===== config.mk =====
export PLATFORM = sky130hd
export DESIGN_NAME = hex_record_loader
export DESIGN_NICKNAME = d
export VERILOG_FILES = /design/src/rtl/hrl_pkg.sv /design/src/rtl/hrl_parser.sv /design/src/rtl/hrl_out_reg.sv /design/src/rtl/hex_record_loader.sv
export SDC_FILE = /design/constraint.sdc
export NUM_CORES = 1
export LEC_CHECK = 0
export BUFFER_PORTS_ARGS = -buffer_cell sky130_fd_sc_hd__buf_2
export CORE_ASPECT_RATIO = 2
export CORE_MARGIN = 10
export CORE_UTILIZATION = 60
export CTS_BUF_LIST = sky130_fd_sc_hd__clkbuf_16
export CTS_CLUSTER_DIAMETER = 40
export DETAILED_ROUTE_END_ITERATION = 12
export PLACE_DENSITY = 0.79
export SLEW_MARGIN = 30
export SYNTH_ARGS = -nofsm -noshare
export SYNTH_HDL_FRONTEND = slang
export SYNTH_SLANG_ARGS = --single-unit

===== constraint.sdc =====
create_clock -name clk -period 7.1 [get_ports clk]
set_clock_uncertainty 0.1 [all_clocks]
set_input_delay 1.42 -clock clk [delete_from_list [all_inputs] [get_ports clk]]
set_output_delay 1.42 -clock clk [all_outputs]
set_load 0.05 [all_outputs]

===== src/rtl/hrl_pkg.sv =====
// hrl_pkg: shared types, constants and the digit decode for the hex record loader.
// No dependencies; used by hrl_parser, hrl_out_reg and hex_record_loader.
package hrl_pkg;

	localparam logic [7:0] CHAR_ZERO    = 8'h30;  // '0'
	localparam logic [7:0] CHAR_NINE    = 8'h39;  // '9'
	localparam logic [7:0] CHAR_SEVEN   = 8'h37;  // '7'
	localparam logic [7:0] CHAR_NEWLINE = 8'h0A;

	typedef enum logic [5:0] {
		PH_START = 6'b000001,
		PH_COUNT = 6'b000010,
		PH_ADDR  = 6'b000100,
		PH_TYPE  = 6'b001000,
		PH_DATA  = 6'b010000,
		PH_SKIP  = 6'b100000
	} phase_t;

	typedef struct packed {
		logic [15:0] write_address;
		logic [7:0]  write_data;
		logic        is_end;
		logic [15:0] total_loaded;
	} result_t;

	// Uppercase hex digit decode; any other character gives the low 4 bits of itself minus 0x30, or minus 0x37 above '9'.
	function automatic logic [3:0] hex_value(input logic [7:0] c);
		logic [7:0] diff;
		begin
			diff = (c > CHAR_NINE) ? (c - CHAR_SEVEN) : (c - CHAR_ZERO);
			hex_value = diff[3:0];
		end
	endfunction

endpackage


===== src/rtl/hrl_parser.sv =====
// hrl_parser: input register and the record parsing state machine.
// Depends on hrl_pkg (phase_t, result_t, hex_value).
module hrl_parser (
	input  logic                 clk,
	input  logic                 arst_n,
	input  logic                 in_valid,
	output logic                 in_stall,
	input  logic [7:0]           character,
	input  logic                 adv,
	output logic                 res_valid,
	output hrl_pkg::result_t     res
);
	import hrl_pkg::*;

	logic        vld_s1;
	logic [7:0]  char_s1;
	logic        consume;

	phase_t      phase_q, phase_d;
	logic [1:0]  digit_q, digit_d;
	logic [7:0]  count_q, count_d;
	logic [15:0] addr_q, addr_d;
	logic [3:0]  nib_q, nib_d;
	logic [7:0]  offset_q, offset_d;
	logic [15:0] total_q, total_d;
	logic        done_q, done_d;

	logic [3:0]  d;
	logic [7:0]  byte_val;
	logic [8:0]  next_off;

	assign consume  = vld_s1 && adv;
	assign in_stall = vld_s1 && !adv;

	always_ff @(posedge clk or negedge arst_n) begin
		if (!arst_n) begin
			vld_s1 <= 1'b0;
		end else if (!in_stall) begin
			vld_s1 <= in_valid;
		end
	end

	always_ff @(posedge clk) begin
		if (!in_stall && in_valid) begin
			char_s1 <= character;
		end
	end

	assign d        = hex_value(char_s1);
	assign byte_val = {nib_q, d};
	assign next_off = {1'b0, offset_q} + 9'd1;

	always_comb begin
		phase_d   = phase_q;
		digit_d   = digit_q;
		count_d   = count_q;
		addr_d    = addr_q;
		nib_d     = nib_q;
		offset_d  = offset_q;
		total_d   = total_q;
		done_d    = done_q;
		res_valid = 1'b0;
		res       = '0;
		// an empty input register must not produce a beat from stale text
		if (vld_s1 && !done_q) begin
			unique case (phase_q)
				PH_START: begin
					phase_d = PH_COUNT;
					digit_d = 2'd0;
				end
				PH_COUNT: begin
					if (digit_q == 2'd0) begin
						nib_d   = d;
						digit_d = 2'd1;
					end else begin
						count_d = byte_val;
						digit_d = 2'd0;
						if (byte_val == 8'd0) begin
							done_d             = 1'b1;
							res_valid          = 1'b1;
							res.is_end         = 1'b1;
							res.total_loaded   = total_q;
						end else begin
							phase_d = PH_ADDR;
						end
					end
				end
				PH_ADDR: begin
					addr_d = {addr_q[11:0], d};
					if (digit_q == 2'd3) begin
						digit_d = 2'd0;
						phase_d = PH_TYPE;
					end else begin
						digit_d = digit_q + 2'd1;
					end
				end
				PH_TYPE: begin
					if (digit_q == 2'd0) begin
						digit_d = 2'd1;
					end else begin
						digit_d  = 2'd0;
						offset_d = 8'd0;
						phase_d  = PH_DATA;
					end
				end
				PH_DATA: begin
					if (digit_q == 2'd0) begin
						nib_d   = d;
						digit_d = 2'd1;
					end else begin
						digit_d  = 2'd0;
						total_d  = total_q + 16'd1;
						offset_d = next_off[7:0];
						if (next_off >= {1'b0, count_q}) begin
							phase_d = PH_SKIP;
						end
						res_valid         = 1'b1;
						res.write_address = addr_q + {8'd0, offset_q};
						res.write_data    = byte_val;
						res.is_end        = 1'b0;
						res.total_loaded  = total_q + 16'd1;
					end
				end
				PH_SKIP: begin
					if (char_s1 == CHAR_NEWLINE) begin
						phase_d = PH_START;
						digit_d = 2'd0;
					end
				end
				default: begin
					phase_d = PH_COUNT;
					digit_d = 2'd0;
				end
			endcase
		end
	end

	always_ff @(posedge clk or negedge arst_n) begin
		if (!arst_n) begin
			phase_q  <= PH_START;
			digit_q  <= 2'd0;
			count_q  <= 8'd0;
			addr_q   <= 16'd0;
			nib_q    <= 4'd0;
			offset_q <= 8'd0;
			total_q  <= 16'd0;
			done_q   <= 1'b0;
		end else if (consume) begin
			phase_q  <= phase_d;
			digit_q  <= digit_d;
			count_q  <= count_d;
			addr_q   <= addr_d;
			nib_q    <= nib_d;
			offset_q <= offset_d;
			total_q  <= total_d;
			done_q   <= done_d;
		end
	end

endmodule


===== src/rtl/hrl_out_reg.sv =====
// hrl_out_reg: result register holding one beat for the output channel.
// Depends on hrl_pkg (result_t).
module hrl_out_reg (
	input  logic             clk,
	input  logic             arst_n,
	input  logic             res_valid,
	input  hrl_pkg::result_t res,
	output logic             adv,
	output logic             out_valid,
	input  logic             out_stall,
	output hrl_pkg::result_t out_res
);
	import hrl_pkg::*;

	logic    vld_q;
	result_t res_q;

	// Space when empty or when the held beat leaves this cycle.
	assign adv       = !vld_q || !out_stall;
	assign out_valid = vld_q;
	assign out_res   = res_q;

	always_ff @(posedge clk or negedge arst_n) begin
		if (!arst_n) begin
			vld_q <= 1'b0;
		end else if (adv) begin
			vld_q <= res_valid;
		end
	end

	always_ff @(posedge clk) begin
		if (adv && res_valid) begin
			res_q <= res;
		end
	end

endmodule


===== src/rtl/hex_record_loader.sv =====
// Hex record loader: takes Intel HEX text one character per beat and emits one
// beat per decoded data byte (address, byte, running total) and one end beat when
// a zero-count record is seen; after that all characters are dropped. Each
// character is registered, the parser state updates in a single pass, and any
// result lands in the output register, so one character per cycle is sustained
// while the output side takes beats. Checksums are not checked, lowercase is
// not decoded.
// Depends on hrl_pkg, hrl_parser and hrl_out_reg.
module hex_record_loader (
	input  logic        clk,
	input  logic        arst_n,
	input  logic        in_valid,
	output logic        in_stall,
	input  logic [7:0]  character,
	output logic        out_valid,
	input  logic        out_stall,
	output logic [15:0] write_address,
	output logic [7:0]  write_data,
	output logic        is_end,
	output logic [15:0] total_loaded
);
	import hrl_pkg::*;

	logic    adv;
	logic    res_valid;
	result_t res;
	result_t out_res;

	hrl_parser u_parser (
		.clk       (clk),
		.arst_n    (arst_n),
		.in_valid  (in_valid),
		.in_stall  (in_stall),
		.character (character),
		.adv       (adv),
		.res_valid (res_valid),
		.res       (res)
	);

	hrl_out_reg u_out (
		.clk       (clk),
		.arst_n    (arst_n),
		.res_valid (res_valid),
		.res       (res),
		.adv       (adv),
		.out_valid (out_valid),
		.out_stall (out_stall),
		.out_res   (out_res)
	);

	assign write_address = out_res.write_address;
	assign write_data    = out_res.write_data;
	assign is_end        = out_res.is_end;
	assign total_loaded  = out_res.total_loaded;

endmodule

==> impl_results.md <==
- Setup Viol. Count Final: 0
- RR Startpoint: u_parser.phase_q[1]$_DFFE_PN0P_
- Clk slew on worst S/H paths: approximately 0.07 ns
- Worst slack, placed: about 3.3 ns
- Crit path DAT: 4.04 ns
- R2R depth: 7
- DRT Pass-1 Iters: 7
- Syn Nets: a little under 600
- Die width: roughly 90 µm
- FMAX: between 200 and 300 MHz
- Clock Latency Late Sink: ~0.35 ns
- Total CTS buffers: 9
- GRT Total Usage: a little under a fifth
- Clock Power Share: between 20% and 30%
- Switching Share: 32.0%
- Status: completed
- Postcts setup bufs: 0
- N_diodes: 0
- Area leader, netlist: dfrtp_1
- Largest net degree at the start of global routing: 64
- Crit path required time: 7.22 ns
- Final hold slack: between 0.3 and 0.4 ns
- Worst vdd ir: ~190 µV
- Top cell type's share of synthesized area: about a quarter
- Nets: about 630
- Root buffer cell: clkbuf_16
- Most frequent cells in the layout: nor2_1, dfrtp_1, buf_2, nand2_1, edfxtp_1
- Starting Density: approximately 62%
- Async SR Flop Fraction: 56.3%
- WL final: approximately 13000 µm
- HPWL Detailed: about 9300 µm
- Die height: about 160 µm
- Critical Path End Type: flip-flop
- Mapped Area: between 5000 and 6000 µm²
- Hold Path Class: reg -> reg
- RSZ-0062 raised after global routing: no
- Initial antenna violation count: 0
- CTS Buffer Depth: 2
- Startpoint Class: flip-flop
- Leakage: 2.79 nW
- Slew headroom: between 30% and 40%
- Top cells by area, synth: dfrtp_1, edfxtp_1, ha_1, nor2_1, mux2_2
- Logic pwr share: around a quarter
- First-pass GRT wire length: between 20000 and 25000 µm
- R2R Path End: u_parser.total_q[2]$_DFFE_PN0P_
- Remaining DRCs: 0
- Mapped Cells: about 540
- Total power: 1.97 mW
- Yosys cell types: 63
- WL/cell: approximately 17 µm
- Post-route antenna net violation count: 0
- Clock sinks: between 100 and 150
- DRT iter0 DRCs: 279
- Critical path class: reg -> reg
- Share of cells above drive strength 1: slightly below 20%
- Layout area overhead: 11.9%
- H-tree Lvls: 3
- Hold_buf cts: 0
- I/O pin count: 55
- I/O Buffers: between 50 and 60
- Min Tclk post-route: 3.91 ns
- Core area: about 9400 µm²
- Critical path origin: u_parser.phase_q[1]$_DFFE_PN0P_
- Seq/Total Area, Yosys: 52.3%
- Most used flip-flop cell after synthesis: dfrtp_1
- Psw: 0.632 mW
- Worst Tran Pin Value: slightly below 1 ns
- Flop pwr share: between 40% and 50%
- Via count: 4247
- Fin crit share: about 55%
- Post-cts resize count: 0
- Mean Syn Cell Area: 10.8 µm²
- Fin. max-slew vios: 0
- Int Pwr: between 1 and 1.5 mW
- Vias in the first global route: 4469
- Final WS setup: approximately 3.2 ns
- Commonest non-fill, non-tap cell in the layout: nor2_1
- FP Rows: 50
- PD cells: roughly 300 nW/µm²
- R2R Setup Slk: around 3.2 ns
- Synth Register Bits: ~110
- Post-synth EDFFs: 49
- Max-Cap Viols: 0
- CTS tree: built
- Die area: 14300 µm²
- YS warnings: 0
- Grt total ovfl: 0
- Hold Violations, Final: 0
- Setup_tns: 0 ns
- Worst-path fanout max: 20
- Crit path to: u_parser.total_q[2]$_DFFE_PN0P_
- Vias per cell: a little under 6
- Gpl congestion: 0.888
==> power groups by stage <==
stage | clock network (mW) | logic (mW) | registers, mW
finish | 0.561 | 0.523 | 0.887
floorplan | 0 | 0.411 | 0.861
global placement | 0 | 0.488 | 0.889
CTS | 0.567 | 0.522 | 0.884
global route | 0.589 | 0.582 | 0.903
detailed placement | 0 | 0.514 | 0.897
==> metal layers <==
metal,global-route usage [%],vias to the layer above,routed length (µm)
met5,0,-,0
met4,10.8,0,447
met3,3.22,33,587
met2,32.9,148,6870
met1,20.0,2059,4660
li1,-,2007,-
==> registers in the layout (all words and copies together) (netlist names) <==
register,cells
u_parser.nib_q,4
u_parser.offset_q,8
u_parser.digit_q,2
u_parser.phase_q,6
u_out.out_valid,1
u_parser.total_q,16
u_parser.addr_q,16
u_parser.done_q,1
u_parser.char_s1,8
u_out.out_res,41
u_parser.vld_s1,1
u_parser.count_q,8
==> Yosys cell counts (2+ instances only) <==
| cell | instances |
|---|---|
| nor2_1 | 63 |
| dfrtp_1 | 62 |
| nand2_1 | 51 |
| edfxtp_1 | 49 |
| o21ai_0 | 32 |
| a21oi_1 | 28 |
| ha_1 | 24 |
| inv_1 | 23 |
| mux2_2 | 19 |
| xnor2_1 | 19 |
| nand3_1 | 17 |
| xor2_1 | 15 |
| clkbuf_1 | 11 |
| and3_1 | 9 |
| a31oi_1 | 8 |
| and2_1 | 7 |
| nor2b_1 | 7 |
| buf_2 | 6 |
| a21o_1 | 5 |
| nand3_2 | 5 |
| nor3_1 | 5 |
| o21ai_1 | 5 |
| or2_2 | 5 |
| or3_1 | 5 |
| mux2i_1 | 4 |
| o21a_1 | 4 |
| a22o_1 | 3 |
| a311oi_2 | 3 |
| buf_4 | 3 |
| nand2b_1 | 3 |
| nand4_1 | 3 |
| nor4_1 | 3 |
| a211oi_2 | 2 |
| a41oi_1 | 2 |
| nor3b_1 | 2 |
| nor4b_1 | 2 |
| o31ai_1 | 2 |
==> through the flow <==
stage | std cells | instance area, µm² | utilization [%]
6_report | 723 | 6520 | 69.0
5_1_grt | 723 | 6520 | 69.0
4_1_cts | 723 | 6520 | 69.0
3_5_place_dp | 708 | 6190 | 65.5
3_3_place_gp | 708 | 6190 | 65.5
2_1_floorplan | 542 | 5830 | -
==> how the worst min path moves through the flow <==
stage	start	to	slack [ns]	depth (start not counted)
2_1_floorplan	u_parser.done_q$_DFFE_PN0P_	u_parser.done_q$_DFFE_PN0P_	0.34	1
4_1_cts	u_parser.count_q[2]$_DFFE_PN0P_	u_parser.count_q[2]$_DFFE_PN0P_	0.39	2
3_5_place_dp	u_parser.count_q[2]$_DFFE_PN0P_	u_parser.count_q[2]$_DFFE_PN0P_	0.38	2
6_report	u_parser.count_q[2]$_DFFE_PN0P_	u_parser.count_q[2]$_DFFE_PN0P_	0.39	2
5_1_grt	u_parser.total_q[15]$_DFFE_PN0P_	u_parser.total_q[15]$_DFFE_PN0P_	0.41	1
3_3_place_gp	u_parser.done_q$_DFFE_PN0P_	u_parser.done_q$_DFFE_PN0P_	0.35	1
==> worst max-delay path: stages, from the launching register on <==
cell and delay, ns:
dfrtp_1 0.50, nor3_4 0.29, nand3_2 0.18, nor2_1 0.72
nand2_1 0.69, a21oi_1 0.97, nand2_1 0.18, xnor2_1 0.17
==> area by class of cell <==
class / count / area (µm²)
clock buffers: 9 / 225
well taps: 130 / 163
repair buffers: 57 / 293
inverters: 23 / 86.3
clock inverters: 6 / 108
flip-flops and latches: 112 / 3050
multi-input cells: 386 / 2600
fillers: 670 / 2920
==> kinds of logic after synthesis <==
logic type | count (synthesis) | share of synthesized area [%]
AOI/OAI and AO/OA | 109 | 12.3
DFF | 112 | 52.3
buffers and inverters | 44 | 3.28
and+or+nand+nor | 194 | 16.7
muxes | 24 | 4.74
adders and majority gates | 25 | 5.50
xor gates and xnor gates | 34 | 5.11
(Power assumes the default switching activity.)
